[src/drop_pkg.sv]
// Package for the DHCP reply option parser: widths, option codes, types.
// Used by drop_in_reg, drop_parse and dhcp_reply_option_parser.
`default_nettype none

package drop_pkg;

    // Packet position counter
    localparam int POS_W = 10;
    localparam logic [POS_W-1:0] MAX_PACKET = 10'd548;
    localparam logic [POS_W-1:0] HDR_LEN    = 10'd240;

    // Fixed header values
    localparam logic [7:0]  OP_REPLY = 8'd2;
    localparam logic [31:0] COOKIE   = 32'h63538263;

    // Option codes
    localparam logic [7:0] OPT_PAD     = 8'd0;
    localparam logic [7:0] OPT_SUBNET  = 8'd1;
    localparam logic [7:0] OPT_ROUTER  = 8'd3;
    localparam logic [7:0] OPT_DNS     = 8'd6;
    localparam logic [7:0] OPT_LEASE   = 8'd51;
    localparam logic [7:0] OPT_MSGTYPE = 8'd53;
    localparam logic [7:0] OPT_SERVER  = 8'd54;
    localparam logic [7:0] OPT_END     = 8'd255;

    // Field store slots
    localparam int NUM_SLOTS = 7;
    localparam int NUM_OPTS  = 6;
    localparam logic [2:0] SLOT_MSGTYPE = 3'd0;
    localparam logic [2:0] SLOT_SERVER  = 3'd1;
    localparam logic [2:0] SLOT_SUBNET  = 3'd2;
    localparam logic [2:0] SLOT_ROUTER  = 3'd3;
    localparam logic [2:0] SLOT_DNS     = 3'd4;
    localparam logic [2:0] SLOT_LEASE   = 3'd5;
    localparam logic [2:0] SLOT_YIADDR  = 3'd6;
    localparam logic [2:0] SLOT_NONE    = 3'd7;

    // Value byte index meaning "not capturing"
    localparam logic [2:0] NO_CAPTURE = 3'd7;

    // Configuration register indexes
    localparam int CFG_IDX_W = 8;
    localparam logic [CFG_IDX_W-1:0] CFG_XID  = 8'd0;
    localparam logic [CFG_IDX_W-1:0] CFG_TYPE = 8'd1;

    // Output word width: 202 bits of fields padded to 208
    localparam int RES_BITS = 202;
    localparam int RES_W    = 208;

    typedef enum logic [1:0] {
        PH_CODE  = 2'd0,
        PH_LEN   = 2'd1,
        PH_VALUE = 2'd2,
        PH_DONE  = 2'd3
    } phase_t;

    // One input byte
    typedef struct packed {
        logic [7:0] data_byte;
        logic       last_byte;
    } in_word_t;

    // One result
    typedef struct packed {
        logic        accepted;
        logic        header_ok;
        logic [7:0]  message_type;
        logic [31:0] your_ip;
        logic [31:0] server_id;
        logic [31:0] subnet_mask;
        logic [31:0] router_addr;
        logic [31:0] dns_addr;
        logic [31:0] lease_seconds;
    } result_t;

    // Option code to store slot
    function automatic logic [2:0] slot_of(input logic [7:0] code);
        logic [2:0] s;
        begin
            unique case (code)
                OPT_MSGTYPE: s = SLOT_MSGTYPE;
                OPT_SERVER:  s = SLOT_SERVER;
                OPT_SUBNET:  s = SLOT_SUBNET;
                OPT_ROUTER:  s = SLOT_ROUTER;
                OPT_DNS:     s = SLOT_DNS;
                OPT_LEASE:   s = SLOT_LEASE;
                default:     s = SLOT_NONE;
            endcase
            return s;
        end
    endfunction

endpackage

`default_nettype wire

[src/drop_in_reg.sv]
// Input register for the DHCP reply parser: holds one byte until the parser takes it.
// Depends on drop_pkg.
`default_nettype none

module drop_in_reg (
    input  wire logic              clk,
    input  wire logic              rst_n,
    input  wire logic              in_valid,
    output logic                   in_ready,
    input  wire drop_pkg::in_word_t in_word,
    output logic                   word_valid,
    output drop_pkg::in_word_t     word,
    input  wire logic              word_take
);

    logic               valid_reg, valid_next;
    drop_pkg::in_word_t word_reg;

    // Free when empty or when the held word leaves this cycle
    assign in_ready   = !valid_reg || word_take;
    assign word_valid = valid_reg;
    assign word       = word_reg;

    always_comb
    begin
        valid_next = valid_reg;
        if (in_ready)
        begin
            valid_next = in_valid;
        end
    end

    always_ff @(posedge clk or negedge rst_n)
    begin
        if (!rst_n)
        begin
            valid_reg <= 1'b0;
        end
        else
        begin
            valid_reg <= valid_next;
        end
    end

    // Payload, no reset
    always_ff @(posedge clk)
    begin
        if (in_ready && in_valid)
        begin
            word_reg <= in_word;
        end
    end

endmodule

`default_nettype wire

[src/drop_parse.sv]
// Per-byte parser: header checks, option TLV walk and field capture.
// Depends on drop_pkg; fed by drop_in_reg, result registered in the top level.
`default_nettype none

module drop_parse (
    input  wire logic               clk,
    input  wire logic               rst_n,
    input  wire logic               step,
    input  wire drop_pkg::in_word_t word,
    input  wire logic [31:0]        expected_xid,
    input  wire logic [7:0]         wanted_type,
    output drop_pkg::result_t       result
);

    logic [drop_pkg::POS_W-1:0] pos_reg, pos_next;
    logic                       bad_reg, bad_next;
    drop_pkg::phase_t           phase_reg, phase_next;
    logic [7:0]                 code_reg, code_next;
    logic [7:0]                 left_reg, left_next;
    logic [2:0]                 vidx_reg, vidx_next;
    logic [drop_pkg::NUM_OPTS-1:0] found_reg, found_next;
    logic [31:0]                store_reg [drop_pkg::NUM_SLOTS];
    logic [31:0]                store_next [drop_pkg::NUM_SLOTS];

    logic [7:0] b;
    logic [2:0] slot;
    logic       hdr_ok;

    assign b    = word.data_byte;
    assign slot = drop_pkg::slot_of(code_reg);

    // Next state for one byte
    always_comb
    begin
        pos_next   = pos_reg;
        bad_next   = bad_reg;
        phase_next = phase_reg;
        code_next  = code_reg;
        left_next  = left_reg;
        vidx_next  = vidx_reg;
        found_next = found_reg;
        for (int i = 0; i < drop_pkg::NUM_SLOTS; i++)
        begin
            store_next[i] = store_reg[i];
        end

        if (pos_reg < drop_pkg::MAX_PACKET)
        begin
            pos_next = pos_reg + 1'b1;
            if (pos_reg == '0)
            begin
                if (b != drop_pkg::OP_REPLY)
                begin
                    bad_next = 1'b1;
                end
            end
            else if (pos_reg >= 10'd4 && pos_reg <= 10'd7)
            begin
                // xid compared little-endian
                if (b != expected_xid[8*pos_reg[1:0] +: 8])
                begin
                    bad_next = 1'b1;
                end
            end
            else if (pos_reg >= 10'd16 && pos_reg <= 10'd19)
            begin
                store_next[drop_pkg::SLOT_YIADDR] =
                    {store_reg[drop_pkg::SLOT_YIADDR][23:0], b};
            end
            else if (pos_reg >= 10'd236 && pos_reg <= 10'd239)
            begin
                if (b != drop_pkg::COOKIE[8*pos_reg[1:0] +: 8])
                begin
                    bad_next = 1'b1;
                end
            end
            else if (pos_reg >= drop_pkg::HDR_LEN)
            begin
                // Option TLV walk
                unique case (phase_reg)
                    drop_pkg::PH_CODE:
                    begin
                        if (b == drop_pkg::OPT_END)
                        begin
                            phase_next = drop_pkg::PH_DONE;
                        end
                        else if (b != drop_pkg::OPT_PAD)
                        begin
                            code_next  = b;
                            phase_next = drop_pkg::PH_LEN;
                        end
                    end
                    drop_pkg::PH_LEN:
                    begin
                        vidx_next = drop_pkg::NO_CAPTURE;
                        if (slot != drop_pkg::SLOT_NONE)
                        begin
                            if (!found_reg[slot])
                            begin
                                found_next[slot] = 1'b1;
                                vidx_next        = 3'd0;
                            end
                        end
                        left_next  = b;
                        phase_next = (b == 8'd0) ? drop_pkg::PH_CODE : drop_pkg::PH_VALUE;
                    end
                    drop_pkg::PH_VALUE:
                    begin
                        if (vidx_reg != drop_pkg::NO_CAPTURE && slot != drop_pkg::SLOT_NONE)
                        begin
                            if (slot == drop_pkg::SLOT_MSGTYPE)
                            begin
                                if (vidx_reg == 3'd0)
                                begin
                                    store_next[drop_pkg::SLOT_MSGTYPE] = {24'd0, b};
                                    vidx_next = vidx_reg + 3'd1;
                                end
                            end
                            else if (vidx_reg < 3'd4)
                            begin
                                // First byte lands most significant
                                store_next[slot][8*(2'd3 - vidx_reg[1:0]) +: 8] = b;
                                vidx_next = vidx_reg + 3'd1;
                            end
                        end
                        left_next = left_reg - 8'd1;
                        if (left_next == 8'd0)
                        begin
                            phase_next = drop_pkg::PH_CODE;
                        end
                    end
                    drop_pkg::PH_DONE:
                    begin
                        phase_next = drop_pkg::PH_DONE;
                    end
                    default:
                    begin
                        phase_next = drop_pkg::PH_DONE;
                    end
                endcase
            end
        end
    end

    // Result from the state after the final byte
    assign hdr_ok = (pos_next >= drop_pkg::HDR_LEN) && !bad_next;

    always_comb
    begin
        result.header_ok     = hdr_ok;
        result.message_type  = store_next[drop_pkg::SLOT_MSGTYPE][7:0];
        result.accepted      = hdr_ok &&
                               (store_next[drop_pkg::SLOT_MSGTYPE][7:0] == wanted_type);
        result.your_ip       = store_next[drop_pkg::SLOT_YIADDR];
        result.server_id     = store_next[drop_pkg::SLOT_SERVER];
        result.subnet_mask   = store_next[drop_pkg::SLOT_SUBNET];
        result.router_addr   = store_next[drop_pkg::SLOT_ROUTER];
        result.dns_addr      = store_next[drop_pkg::SLOT_DNS];
        result.lease_seconds = store_next[drop_pkg::SLOT_LEASE];
    end

    // State registers; the final byte returns everything to reset
    always_ff @(posedge clk or negedge rst_n)
    begin
        if (!rst_n)
        begin
            pos_reg   <= '0;
            bad_reg   <= 1'b0;
            phase_reg <= drop_pkg::PH_CODE;
            code_reg  <= '0;
            left_reg  <= '0;
            vidx_reg  <= drop_pkg::NO_CAPTURE;
            found_reg <= '0;
            for (int i = 0; i < drop_pkg::NUM_SLOTS; i++)
            begin
                store_reg[i] <= '0;
            end
        end
        else if (step)
        begin
            if (word.last_byte)
            begin
                pos_reg   <= '0;
                bad_reg   <= 1'b0;
                phase_reg <= drop_pkg::PH_CODE;
                code_reg  <= '0;
                left_reg  <= '0;
                vidx_reg  <= drop_pkg::NO_CAPTURE;
                found_reg <= '0;
                for (int i = 0; i < drop_pkg::NUM_SLOTS; i++)
                begin
                    store_reg[i] <= '0;
                end
            end
            else
            begin
                pos_reg   <= pos_next;
                bad_reg   <= bad_next;
                phase_reg <= phase_next;
                code_reg  <= code_next;
                left_reg  <= left_next;
                vidx_reg  <= vidx_next;
                found_reg <= found_next;
                for (int i = 0; i < drop_pkg::NUM_SLOTS; i++)
                begin
                    store_reg[i] <= store_next[i];
                end
            end
        end
    end

endmodule

`default_nettype wire

[src/dhcp_reply_option_parser.sv]
// Top level of the DHCP reply option parser: config registers, result register.
// Depends on drop_pkg, drop_in_reg and drop_parse.
//
//  channel  | dir | handshake             | payload
//  ---------+-----+-----------------------+-----------------------------------------
//  s_axis   | in  | s_tvalid / s_tready   | tdata: data_byte; tlast: last_byte
//  m_axis   | out | m_tvalid / m_tready   | tdata: one result per packet
//  cfg      | in  | cfg_valid / cfg_ready | cfg_index, cfg_data (0 xid, 1 type)
//
// One byte per clock sustained; a byte passes the input register, then the combinational
// parser, and the result register loads on the packet's final byte.
// Input stalls only when a final byte waits while the result register is still full.
// Reset clears all packet state and sets the config registers to their defaults.
`default_nettype none

module dhcp_reply_option_parser (
    input  wire logic                           clk,
    input  wire logic                           rst_n,
    input  wire logic                           s_tvalid,
    output logic                                s_tready,
    input  wire logic [7:0]                     s_tdata,   // [7:0] data_byte
    input  wire logic                           s_tlast,   // last_byte
    output logic                                m_tvalid,
    input  wire logic                           m_tready,
    // [0] accepted, [1] header_ok, [9:2] message_type, [41:10] your_ip,
    // [73:42] server_id, [105:74] subnet_mask, [137:106] router_addr,
    // [169:138] dns_addr, [201:170] lease_seconds, [207:202] zero
    output logic [drop_pkg::RES_W-1:0]          m_tdata,
    input  wire logic                           cfg_valid,
    output logic                                cfg_ready,
    input  wire logic [drop_pkg::CFG_IDX_W-1:0] cfg_index,
    input  wire logic [31:0]                    cfg_data
);

    logic [31:0]        xid_reg;
    logic [7:0]         type_reg;
    logic               word_valid;
    drop_pkg::in_word_t in_word;
    drop_pkg::in_word_t word;
    logic               step;
    drop_pkg::result_t  result;
    logic               out_valid_reg, out_valid_next;
    drop_pkg::result_t  out_reg;

    // Configuration registers
    assign cfg_ready = 1'b1;

    always_ff @(posedge clk or negedge rst_n)
    begin
        if (!rst_n)
        begin
            xid_reg  <= 32'hDEAD1234;
            type_reg <= 8'd2;
        end
        else if (cfg_valid && cfg_ready)
        begin
            unique case (cfg_index)
                drop_pkg::CFG_XID:  xid_reg  <= cfg_data;
                drop_pkg::CFG_TYPE: type_reg <= cfg_data[7:0];
                default:            ;
            endcase
        end
    end

    // Input register
    assign in_word.data_byte = s_tdata;
    assign in_word.last_byte = s_tlast;

    drop_in_reg u_in_reg (
        .clk        (clk),
        .rst_n      (rst_n),
        .in_valid   (s_tvalid),
        .in_ready   (s_tready),
        .in_word    (in_word),
        .word_valid (word_valid),
        .word       (word),
        .word_take  (step)
    );

    // A final byte waits until the result register has room
    assign step = word_valid && (!word.last_byte || !out_valid_reg || m_tready);

    drop_parse u_parse (
        .clk          (clk),
        .rst_n        (rst_n),
        .step         (step),
        .word         (word),
        .expected_xid (xid_reg),
        .wanted_type  (type_reg),
        .result       (result)
    );

    // Result register
    always_comb
    begin
        out_valid_next = out_valid_reg;
        if (step && word.last_byte)
        begin
            out_valid_next = 1'b1;
        end
        else if (m_tready)
        begin
            out_valid_next = 1'b0;
        end
    end

    always_ff @(posedge clk or negedge rst_n)
    begin
        if (!rst_n)
        begin
            out_valid_reg <= 1'b0;
        end
        else
        begin
            out_valid_reg <= out_valid_next;
        end
    end

    always_ff @(posedge clk)
    begin
        if (step && word.last_byte)
        begin
            out_reg <= result;
        end
    end

    assign m_tvalid = out_valid_reg;
    assign m_tdata  = {{(drop_pkg::RES_W - drop_pkg::RES_BITS){1'b0}},
                       out_reg.lease_seconds, out_reg.dns_addr, out_reg.router_addr,
                       out_reg.subnet_mask, out_reg.server_id, out_reg.your_ip,
                       out_reg.message_type, out_reg.header_ok, out_reg.accepted};

endmodule

`default_nettype wire

[config.mk]
export PLATFORM = sky130hd
export DESIGN_NAME = dhcp_reply_option_parser
export DESIGN_NICKNAME = d
export VERILOG_FILES = /design/src/drop_pkg.sv /design/src/drop_in_reg.sv /design/src/drop_parse.sv /design/src/dhcp_reply_option_parser.sv
export SDC_FILE = /design/constraint.sdc
export NUM_CORES = 1
export LEC_CHECK = 0
export BUFFER_PORTS_ARGS = -buffer_cell sky130_fd_sc_hd__buf_2
export CELL_PAD_IN_SITES_DETAIL_PLACEMENT = 2
export CELL_PAD_IN_SITES_GLOBAL_PLACEMENT = 2
export CORE_ASPECT_RATIO = 0.9
export CORE_MARGIN = 1
export CORE_UTILIZATION = 39
export CTS_CLUSTER_SIZE = 12
export DETAILED_ROUTE_END_ITERATION = 8
export PLACE_DENSITY = 0.84
export RECOVER_POWER = 25
export REMOVE_ABC_BUFFERS = 1
export SETUP_SLACK_MARGIN = 0.1
export SLEW_MARGIN = 30
export SYNTH_ARGS = -nofsm -noshare
export SYNTH_HDL_FRONTEND = slang
export SYNTH_SLANG_ARGS = --single-unit
[constraint.sdc]
create_clock -name clk -period 8.75 [get_ports clk]
set_input_delay 0.4375 -clock clk [delete_from_list [all_inputs] [get_ports clk]]
set_output_delay 0.4375 -clock clk [all_outputs]
set_load 0.01 [all_outputs]
* After elaboration in Yosys (flattened, before gate mapping)
Index checks and enable logic that the tools add are counted.
** Storage, ports and cells
- Register bits after elaboration :: 515
- Input port bits :: 54
- Word-level logic and storage cells :: 218
** Cells by class
- Add/sub/neg operators :: 5
- Magnitude comparators :: 14
- Eq/ne operators :: 29
- Shift operators :: 4
- Mux-type cells :: 89
- Bitwise gates (word level) :: 2
- Reductions and logical operators :: 45
** Operators by type and width (count)
- 224-bit 2-to-1 mux :: 9
- 192-bit 2-to-1 mux :: 2
- 224-bit bitwise mux :: 1
- 8-bit 2-to-1 mux :: 17
- 32-bit 2-to-1 mux :: 4
- 32-bit demux with 3-bit select :: 1
- 6-bit 2-to-1 mux :: 10
- 3-bit 2-to-1 mux :: 13
- 32-bit negation with 34-bit output :: 1
- 8-bit by 34-bit variable shift with 32-bit output, first input constant :: 1
- 8-bit by 34-bit variable part select with 32-bit output :: 1
- 32-bit by 6-bit variable part select with 8-bit output :: 1
- 32-bit by 6-bit variable part select with 8-bit output, first input constant :: 1
- 10-bit by 8-bit >= comparator with 1-bit output, second input constant :: 3
- 8-bit by 6-bit equality test with 1-bit output, second input constant :: 3
- 8-bit logical NOT :: 3
- 2-bit 2-to-1 mux :: 11
- 11-bit AND reduction :: 2
- 10-bit 2-to-1 mux :: 2
- 10-bit AND reduction :: 2
- 3-bit case mux with 6 select lines :: 1
- 2-bit nonzero test :: 9
- 8-bit by 1-bit equality test with 1-bit output, second input constant :: 2
- 8-bit != test :: 2
- other kinds (46) :: 86

* Depth between registers and ports, before layout
Gate-level depths: netlist of the first run.
- Word-level depth :: 20
- Mapped depth :: 11
- Mapped depth without buffers :: 9

* By module
A second synthesis of the first run with hierarchy kept.
** Unflattened totals
- Cells, all modules :: 1732
- Area, all modules :: 21654.5 um^2
** By module, submodules not included
- drop_parse :: instances 1, cells each 1412, area an instance 13570.5 um^2
- dhcp_reply_option_parser :: instances 1, cells each 307, area an instance 7759.9 um^2
- drop_in_reg :: instances 1, cells each 13, area an instance 324.1 um^2

* Worst setup path after synthesis of the first run
Ideal clock, no wire load.
- Kind :: input to register
- Start :: in m_tready
- End :: reg u_parse.found_reg[0] in the netlist's numbering
- Arrival :: 6691 ps
- Path slack :: 1990 ps
- Cell stages on the path :: 7
- Path through :: nand3b_1 > and2_1 > clkbuf_1 > nand2_1 > clkinv_1 > nor3b_1 > a22o_1
** On the way
- Cells in the longest elaborated chain, start to end :: 3
** RTL lines
- start: declaration :: RTL line dhcp_reply_option_parser.sv:24 : input wire logic m_tready,
- 1-bit logical OR :: RTL line dhcp_reply_option_parser.sv:81 : assign step = word_valid && (!word.last_byte || !out_valid_reg || m_tready);
- 1-bit logical AND :: RTL line dhcp_reply_option_parser.sv:81
- 10-bit AND reduction (no line)
- end signal: assignment :: RTL line drop_parse.sv:203 : found_reg <= found_next;
- end: declaration :: RTL line drop_parse.sv:21 : logic [drop_pkg::NUM_OPTS-1:0] found_reg, found_next;
No other way between the ends.
A chain may end at the register's enable or synchronous reset.

==> insert_results.sql, run 1 <==
INSERT INTO impl_metrics (metric_group, metric, value, unit) VALUES
('logic_synthesis', 'asyncSetResetFlopFracSynth', '0.570', ''),
('sta', 'timing.slew.headroom', '-1.30', ''),
('clocking', 'cts_resized', '0', ''),
('worst_hold_path', 'hold-path-endpoint', 'u_in_reg.word_valid$_DFFE_PN0N_', ''),
('critical_path', 'timing.critical_path.arrival', '5.00', 'ns'),
('clocking', 'clock-sinks', '491', ''),
('sta', 'grt_setup_unrepaired', 'false', ''),
('sta', 'final.period_utilization', '0.580', ''),
('global_routing', 'antenna_found_initial', '0', ''),
('placement', 'detailed_place_hpwl', '47500', 'µm'),
('critical_path', 'required_time_of_the_worst_setup_path', '8.68', 'ns'),
('drt', 'ant_nets', '0', ''),
('logic_synthesis', 'gate_count_after_technology_mapping', '1981', ''),
('global_routing', 'grt_first_pass_wirelength', '115000', 'µm'),
('global_routing', 'grt_start_max_net_pins', '167', ''),
('critical_path', 'rr_endpoint', 'u_parse.store_reg[116]$_DFFE_PN0P_', ''),
('sta', 'finalSetupViolCount', '0', ''),
('drt', 'avgViaCountPerCell', '5.83', ''),
('run_status', 'run_status', 'finished, violations left', ''),
('critical_path', 'critical_path.max_fanout', '56', ''),
('drt', 'detail_route.wirelength', '75400', 'µm'),
('layout', 'finalCoreUtilization', '0.464', ''),
('flow_run', 'cap_violations', '3', ''),
('power_and_ir_drop', 'power.density_cell_area', '252', 'mW/mm²'),
('layout', 'largest_reg_flops', '202', ''),
('clocking', 'ctsHtreeMaxLevel', '2', ''),
('critical_path', 'critPathLaunch', 'rst_n', ''),
('clocking', 'cts-root-to-sink-buffers', '3', ''),
('sta', 'maxClockFrequency', '197', 'MHz'),
('clocking', 'clkTransAtPathRegs', '0.06', 'ns'),
('sta', 'final_hold_viol_count', '0', ''),
('drt', 'routedWlPerCell', '25.2', 'µm'),
('clocking', 'cts_inserted_buffers', '54', ''),
('critical_path', 'setup.worst_path.end_class', 'async pin', ''),
('logic_synthesis', 'distinct_cell_type_count_after_synthesis', '72', ''),
('logic_synthesis', 'synthesis.yosys.warnings', '0', ''),
('critical_path', 'type_of_the_worst_setup_path', 'in -> async', ''),
('drt', 'drt_drc_violations_left', '0', ''),
('drt', 'dr_total_vias', '17417', ''),
('clocking', 'post_cts.repair.setup_buffers', '0', ''),
('layout', 'area.growth.synth_to_final', '17.4', '%'),
('placement', 'numPortBuffers', '257', ''),
('global_routing', 'grt_pass1_vias', '18902', ''),
('drt', 'drt-pass1-iter-count', '5', ''),
('critical_path', 'startpoint_type', 'input pin', ''),
('worst_hold_path', 'cell_depth_of_the_worst_min_delay_path', '2', ''),
('worst_hold_path', 'timing.hold.worst.start', 's_tvalid', ''),
('layout', 'final_nets', '2258', ''),
('power_and_ir_drop', 'p_leak', '0.0104', 'µW'),
('sta', 'fin_setup_tns', '0', 'ns'),
('clocking', 'clkLatencyLatePin', '0.61', 'ns'),
('sta', 'slew_viol_final', '121', ''),
('global_routing', 'groute.usage.overall', '0.261', ''),
('floorplanning', 'die_area', '0.0574', 'mm²'),
('worst_hold_path', 'hold_path_class', 'in -> reg', ''),
('run_status', 'failed_checks', 'max-capacitance violations, max-slew violations', ''),
('floorplanning', 'die-width', '253', 'µm'),
('floorplanning', 'design.portCount', '265', ''),
('logic_synthesis', 'syn-cell-area', '0.0220', 'mm²'),
('critical_path', 'timing.rr.start', 'u_parse.code_reg[3]$_DFFE_PN0P_', ''),
('clocking', 'tritoncts', 'done', ''),
('logic_synthesis', 'postSynthRegisterBits', '491', ''),
('logic_synthesis', 'synth.yosys.seq_area_share', '0.607', ''),
('sta', 'worst_setup_skew_after_layout', '0.0190', 'ns'),
('layout', 'drive_gt1_frac', '0.182', ''),
('floorplanning', 'floorplan.core_area', '0.0557', 'mm²'),
('floorplanning', 'std_cell_rows', '82', ''),
('placement', 'gp_congestion', '0.872', ''),
('critical_path', 'reg2reg_slack', '4.72', 'ns'),
('clocking', 'cts-root-buf', 'clkbuf_16', ''),
('logic_synthesis', 'synth_ff_type', 'dfrtp_1', ''),
('logic_synthesis', 'synth_enable_flop_cells', '211', ''),
('sta', 'worst_pin_slew', '3.44', 'ns'),
('critical_path', 'timing.reg2reg.worst_path_depth', '7', ''),
('logic_synthesis', 'syn-mean-instance-area', '11.1', 'µm²'),
('global_routing', 'globalRoute.totalOverflow', '0', ''),
('sta', 'fin_crit', '5.07', 'ns'),
('drt', 'dr.first_iter.drc_count', '1236', ''),
('floorplanning', 'dieHeight', '227', 'µm'),
('power_and_ir_drop', 'vdd_drop_max', '0.137', 'mV'),
('floorplanning', 'initial_utilization', '0.395', '');
layout by cell type (no fill, tap or decap), types with 15 or more instances in the layout:
cell type  instances
a21oi_1           23
a22o_1            49
a22oi_1           52
buf_2            177
buf_4             20
clkbuf_1         100
clkbuf_16         55
dfrtp_1          259
dfstp_2           20
edfxtp_1         211
ha_1              16
inv_1             33
mux2_2            67
nand2_1          338
nand3_1           15
nand3b_1          39
nand4_1           23
nor2_1            70
nor3_1            18
o211ai_1          50
o21ai_0          291
o31a_1            18
or3_1             15
xnor2_1           15
logic make-up (layout without fill, tap and decap cells):
| family | count (synthesis) | after routing | synth area share |
|---|---|---|---|
| AOI/OAI and AO/OA | 578 | 578 | 0.167 |
| and+or+nand+nor | 605 | 605 | 0.129 |
| xor gates and xnor gates | 19 | 19 | 0.00756 |
| buffers and inverters | 184 | 431 | 0.0328 |
| other | 2 | 8 | 0.000341 |
| muxes | 86 | 86 | 0.0475 |
| adders and majority gates | 16 | 16 | 0.00909 |
| DFF | 491 | 491 | 0.607 |
metrics by stage:
stage	power, µW	cell area (µm²)	hold WS (ns)	setup WS (ns)	std cells
finish	6520	25900	0.0440	3.68	2990
global route	6780	25800	0.0443	3.05	2989
CTS	6570	25900	0.0183	4.56	2984
detailed placement	4200	24000	0.475	4.61	2875
global placement	4080	23900	0.462	4.80	2873
floorplan	3680	21400	0.142	-0.898	1836
synthesized netlist by cell type (9+ instances only):
| cell type | instances | area [µm²] |
|---|---|---|
| a21boi_0 | 11 | 82.6 |
| a21oi_1 | 24 | 120 |
| a22o_1 | 49 | 429 |
| a22oi_1 | 52 | 390 |
| a32oi_1 | 10 | 87.6 |
| and2_1 | 13 | 81.3 |
| and3_1 | 9 | 56.3 |
| clkbuf_1 | 135 | 507 |
| dfrtp_1 | 260 | 6510 |
| dfstp_2 | 20 | 526 |
| edfxtp_1 | 211 | 6340 |
| ha_1 | 16 | 200 |
| inv_1 | 33 | 124 |
| mux2_2 | 68 | 766 |
| mux2i_1 | 10 | 100 |
| nand2_1 | 341 | 1280 |
| nand3_1 | 15 | 75.1 |
| nand3b_1 | 39 | 293 |
| nand4_1 | 23 | 144 |
| nor2_1 | 72 | 270 |
| nor3_1 | 21 | 105 |
| nor4_1 | 12 | 75.1 |
| o211ai_1 | 50 | 375 |
| o21ai_0 | 291 | 1460 |
| o31a_1 | 18 | 158 |
| o41ai_1 | 9 | 78.8 |
| or3_1 | 15 | 93.8 |
| xnor2_1 | 15 | 131 |
where the power goes:
group | switching [µW] | internal [µW]
clock | 972 | 1360
sequential | 253 | 2820
combinational | 727 | 381
total | 1950 | 4560
worst max-delay path, cell delays in order:
cell           delay (ns)
dlygate4sd3_1        0.52
clkbuf_1             1.46
clkbuf_1             2.52
per-layer routing:
layer | share of wire | global-route usage | up-vias
li1 | - | - | 7673
met3 | 0.047 | 0.0424 | 121
met1 | 0.42 | 0.331 | 9164
met5 | 0 | 0 | -
met4 | 0.026 | 0.0845 | 0
met2 | 0.50 | 0.453 | 459
how the worst max path moves through the flow:
stage | slack (ns) | end
floorplan | -0.90 | u_parse.found_reg[2]$_DFFE_PN0P_
global placement | 4.80 | m_tdata[72]$_DFFE_PP_
detailed placement | 4.61 | m_tdata[196]$_DFFE_PP_
CTS | 4.56 | m_tdata[196]$_DFFE_PP_
global route | 3.05 | u_parse.store_reg[131]$_DFFE_PN0P_
finish | 3.68 | u_parse.store_reg[131]$_DFFE_PN0P_
final cells by class:
type / count / area [µm²]
Tap cell: 756 / 946
Inverter: 34 / 140
Fill cell: 5658 / 29900
Sequential cell: 491 / 13400
Antenna cell: 1 / 2.50
Clock buffer: 79 / 1540
Timing Repair Buffer: 296 / 1590
Clock inverter: 22 / 240
Multi-Input combinational cell: 1311 / 8030
what timing repair did:
item / 4_1_cts / 5_1_grt
hold buffers: 8 / 0
setup endpoints to repair: 0 / 0
endpoints found under the hold margin: 79 / 0
No activity file was read; power rests on OpenSTA's default activity.
==> run 2: changes to the inputs <==
--- a/config.mk
+++ b/config.mk
@@ -5,15 +5,16 @@
 export SDC_FILE = /design/constraint.sdc
 export NUM_CORES = 1
 export LEC_CHECK = 0
+export ABC_AREA = 1
 export BUFFER_PORTS_ARGS = -buffer_cell sky130_fd_sc_hd__buf_2
 export CELL_PAD_IN_SITES_DETAIL_PLACEMENT = 2
 export CELL_PAD_IN_SITES_GLOBAL_PLACEMENT = 2
 export CORE_ASPECT_RATIO = 0.9
 export CORE_MARGIN = 1
-export CORE_UTILIZATION = 39
+export CORE_UTILIZATION = 37
 export CTS_CLUSTER_SIZE = 12
 export DETAILED_ROUTE_END_ITERATION = 8
-export PLACE_DENSITY = 0.84
+export PLACE_DENSITY = 0.83
 export RECOVER_POWER = 25
 export REMOVE_ABC_BUFFERS = 1
 export SETUP_SLACK_MARGIN = 0.1
==> constraint.sdc (replaced) <==
create_clock -name clk -period 5.02 [get_ports clk]
set_input_delay 0.251 -clock clk [delete_from_list [all_inputs] [get_ports clk]]
set_output_delay 0.251 -clock clk [all_outputs]
set_load 0.01 [all_outputs]
==> run 2 against run 1 <==
  * The run still ends with max-capacitance violations, max-slew violations left
  * Critical path type is now reg -> reg
  * Critical path depth grew 7
  * Via count rose by 0.30%
  * Utilization shrank 1.5 points
  * Die area grew 3.1%
  * Global-route usage decreased by 0.88 points
  * Combinational power rose by 33%
  * Cell area down 0.52%
  * Count of clock-buffer cells in the layout is 10 higher
==> insert_results.sql, run 2 <==
INSERT INTO impl_metrics (metric_group, metric, value, unit) VALUES
('clocking', 'clkLatencyLatePin', '0.61', 'ns'),
('floorplanning', 'std_cell_rows', '83', ''),
('layout', 'drive_gt1_frac', '0.164', ''),
('critical_path', 'timing.critical_path.slowest_cell_delay', '0.71', 'ns'),
('clocking', 'clock-sinks', '491', ''),
('floorplanning', 'die_area', '0.0592', 'mm²'),
('drt', 'drt_drc_violations_left', '0', ''),
('global_routing', 'globalRoute.totalOverflow', '0', ''),
('clocking', 'ctsHtreeMaxLevel', '2', ''),
('layout', 'most_common_cell_after_layout_fill_and_taps_aside', 'nand2_1', ''),
('drt', 'dr.first_iter.drc_count', '1064', ''),
('critical_path', 'startpoint_type', 'flip-flop', ''),
('floorplanning', 'die-width', '256', 'µm'),
('critical_path', 'slowest_stage', 'nand4_1', ''),
('placement', 'placed_standard_cell_area', '0.0236', 'mm²'),
('logic_synthesis', 'synth_ff_type', 'dfrtp_1', ''),
('layout', 'antennaDiodeCount', '0', ''),
('logic_synthesis', 'yosysTopAreaCellShare', '0.302', ''),
('sta', 'worst_pin_slew', '1.98', 'ns'),
('logic_synthesis', 'postSynthRegisterBits', '491', ''),
('layout', 'mostFrequentLayoutCells', '598 x nand2_1, 342 x inv_1, 260 x dfrtp_1, 251 x buf_2, 211 x edfxtp_1', ''),
('logic_synthesis', 'post-synth-top-count-cell', 'nand2_1', ''),
('sta', 'fin_crit', '4.21', 'ns'),
('sta', 'final_hold_viol_count', '0', ''),
('run_status', 'failed_checks', 'max-capacitance violations, max-slew violations', ''),
('critical_path', 'required_time_of_the_worst_setup_path', '5.56', 'ns'),
('logic_synthesis', 'largest_family_of_logic_cells_by_synthesized_area', 'simple AND/OR/NAND/NOR gates', ''),
('layout', 'finalCoreUtilization', '0.449', ''),
('placement', 'detailed_place_hpwl', '48700', 'µm'),
('global_routing', 'grt_first_pass_wirelength', '115000', 'µm'),
('critical_path', 'critical_path.max_fanout', '22', ''),
('logic_synthesis', 'syn-cell-area', '0.0215', 'mm²'),
('drt', 'routedWlPerCell', '22.2', 'µm'),
('global_routing', 'grt_pass1_vias', '19879', ''),
('clocking', 'tritoncts', 'done', ''),
('global_routing', 'groute.usage.overall', '0.252', ''),
('logic_synthesis', 'gate_count_after_technology_mapping', '2256', ''),
('clocking', 'cts-root-to-sink-buffers', '3', ''),
('critical_path', 'type_of_the_worst_setup_path', 'reg -> reg', ''),
('sta', 'slew_viol_final', '260', ''),
('drt', 'drt-pass1-iter-count', '5', ''),
('flow_run', 'cap_violations', '4', ''),
('clocking', 'cts_inserted_buffers', '53', ''),
('power_and_ir_drop', 'power.total', '9960', 'µW'),
('logic_synthesis', 'asyncSetResetFlopFracSynth', '0.570', ''),
('logic_synthesis', 'post_synth_most_frequent_cells', '598 x nand2_1, 344 x inv_1, 260 x dfrtp_1, 211 x edfxtp_1, 203 x o21ai_0', ''),
('power_and_ir_drop', 'p_leak', '0.0126', 'µW'),
('layout', 'area.growth.synth_to_final', '19.4', '%'),
('logic_synthesis', 'synth.yosys.seq_area_share', '0.620', ''),
('floorplanning', 'dieHeight', '231', 'µm'),
('logic_synthesis', 'synthesis.yosys.warnings', '0', ''),
('logic_synthesis', 'yosys-top-cells-area', 'dfrtp_1 30%, edfxtp_1 29%, nand2_1 10%', ''),
('clocking', 'clkTransAtPathRegs', '0.07', 'ns'),
('critical_path', 'cell_by_cell_listing_of_the_critical_path', 'buf_4 > clkinv_1 > ha_1 > and2_1 > o21ai_2 > nand3_2 > nor2_2 > nand4_1 > o21ai_0 > a22o_1', ''),
('placement', 'gp_congestion', '0.865', ''),
('power_and_ir_drop', 'vdd_drop_max', '0.227', 'mV'),
('clocking', 'cts-root-buf', 'clkbuf_16', ''),
('logic_synthesis', 'synth_enable_flop_cells', '211', ''),
('sta', 'final.period_utilization', '0.839', ''),
('floorplanning', 'design.portCount', '265', ''),
('logic_synthesis', 'syn-mean-instance-area', '9.55', 'µm²'),
('layout', 'final_nets', '2607', ''),
('critical_path', 'timing.critical_path.arrival', '4.75', 'ns'),
('logic_synthesis', 'synth_compound_area_frac', '0.111', ''),
('logic_synthesis', 'synth.mux.area_fraction', '0.0125', ''),
('critical_path', 'cp_top_family', 'simple AND/OR/NAND/NOR gates', ''),
('drt', 'dr_total_vias', '17469', ''),
('worst_hold_path', 'hold_path_class', 'in -> reg', ''),
('sta', 'finalSetupViolCount', '0', ''),
('floorplanning', 'floorplan.core_area', '0.0573', 'mm²'),
('sta', 'maxClockFrequency', '237', 'MHz'),
('critical_path', 'critPathBufInv', '2', ''),
('logic_synthesis', 'post_synth_and_or_nand_nor_area_fraction', '0.161', ''),
('floorplanning', 'initial_utilization', '0.376', ''),
('logic_synthesis', 'distinct_cell_type_count_after_synthesis', '52', ''),
('sta', 'worst_setup_skew_after_layout', '0.0262', 'ns'),
('logic_synthesis', 'post-synth-top-area-cell', 'dfrtp_1', ''),
('run_status', 'run_status', 'finished, violations left', ''),
('drt', 'detail_route.wirelength', '74200', 'µm'),
('drt', 'ant_nets', '0', ''),
('layout', 'largest_reg_flops', '202', ''),
('sta', 'grt_setup_unrepaired', 'false', ''),
('logic_synthesis', 'synth_xor_xnor_area_share', '0.00366', ''),
('sta', 'timing.slew.headroom', '-0.323', ''),
('critical_path', 'setup.worst_path.end_class', 'flip-flop', ''),
('global_routing', 'antenna_found_initial', '0', ''),
('global_routing', 'grt_start_max_net_pins', '132', ''),
('power_and_ir_drop', 'power.density_cell_area', '387', 'mW/mm²'),
('drt', 'avgViaCountPerCell', '5.22', ''),
('placement', 'numPortBuffers', '257', ''),
('layout', 'fin_area', '0.0257', 'mm²'),
('logic_synthesis', 'post_synth_fa_ha_maj_area_fraction', '0.00929', '');
[run 2: cell count changes after synthesis, sizes merged, moves of 38 or more]
cell and change:
clkbuf -66, o211ai -46, o22ai +101, mux2 -44, inv +315, nor2 +38
nand3 +60, a22oi -49, nand2 +263
[run 2: cells by family after synthesis]
group | after synthesis
simple gates | 837
flops | 491
buf+inv | 450
compound gates | 427
mux | 24
fa+ha+maj | 16
xor+xnor | 9
other cells | 2
[run 2: cell type report]
| type | count | area [µm²] |
|---|---|---|
| Sequential cell | 491 | 13400 |
| Timing Repair Buffer | 320 | 1870 |
| Clock inverter | 11 | 87.6 |
| Clock buffer | 89 | 1630 |
| Inverter | 351 | 1340 |
| Fill cell | 6165 | 31600 |
| Multi-Input combinational cell | 1320 | 6460 |
| Tap cell | 765 | 957 |
[run 2: power breakdown]
| group | internal, µW | switching (µW) | leakage, µW | total (µW) |
|---|---|---|---|---|
| sequential | 4390 | 160 | 0.00585 | 4550 |
| clock | 2260 | 1670 | 0.000845 | 3930 |
| combinational | 388 | 1100 | 0.00593 | 1480 |
[run 2: what timing repair did]
action | in CTS | in global routing
endpoints found under the setup margin | 0 | 0
endpoints found under the hold margin | 83 | 0
resized for setup | 0 | 0
hold buffers | 44 | 0
buffers inserted | 0 | 0
[run 2: worst paths after layout]
check	slack [ns]	from	endpoint	cells past startpoint
max reg2reg	0.81	u_parse.pos_reg[0]$_DFFE_PN0P_	u_parse.store_reg[33]$_DFFE_PN0P_	10
max	0.81	u_parse.pos_reg[0]$_DFFE_PN0P_	u_parse.store_reg[33]$_DFFE_PN0P_	10
max in group asynchronous	1.55	rst_n	xid_reg[10]$_DFFE_PN0P_	4
min reg2reg	0.48	u_parse.store_reg[110]$_DFFE_PN0P_	u_parse.store_reg[110]$_DFFE_PN0P_	2
min	0.29	cfg_index[0]	type_reg[4]$_DFFE_PN0P_	4
min in group asynchronous	0.57	rst_n	xid_reg[17]$_DFFE_PN0P_	2
[run 2: layer usage]
| metal | GRT usage | vias up | routed length (µm) |
|---|---|---|---|
| li1 | - | 7927 | - |
| met1 | 0.320 | 8967 | 32100 |
| met2 | 0.436 | 425 | 36700 |
| met3 | 0.0352 | 150 | 2900 |
| met4 | 0.0947 | 0 | 2530 |
| met5 | 0 | - | 0 |
[run 2: through the flow]
stage / worst slack (ns) / setup TNS (ns) / hold WS, ns / cells
global placement: 1.35 / 0 / 0.117 / 3202
CTS: 0.891 / 0 / 0.0633 / 3346
global route: 0.569 / 0 / 0.358 / 3347
finish: 0.807 / 0 / 0.292 / 3347
floorplan: -9.20 / -2948.91 / -0.0446 / 2162
detailed placement: 0.896 / 0 / 0.115 / 3202
[run 2: tightest hold or removal path, stage by stage]
cell,delay [ns]
buf_2,0.09
nand2_1,0.28
nand2_1,0.14
o21ai_0,0.07
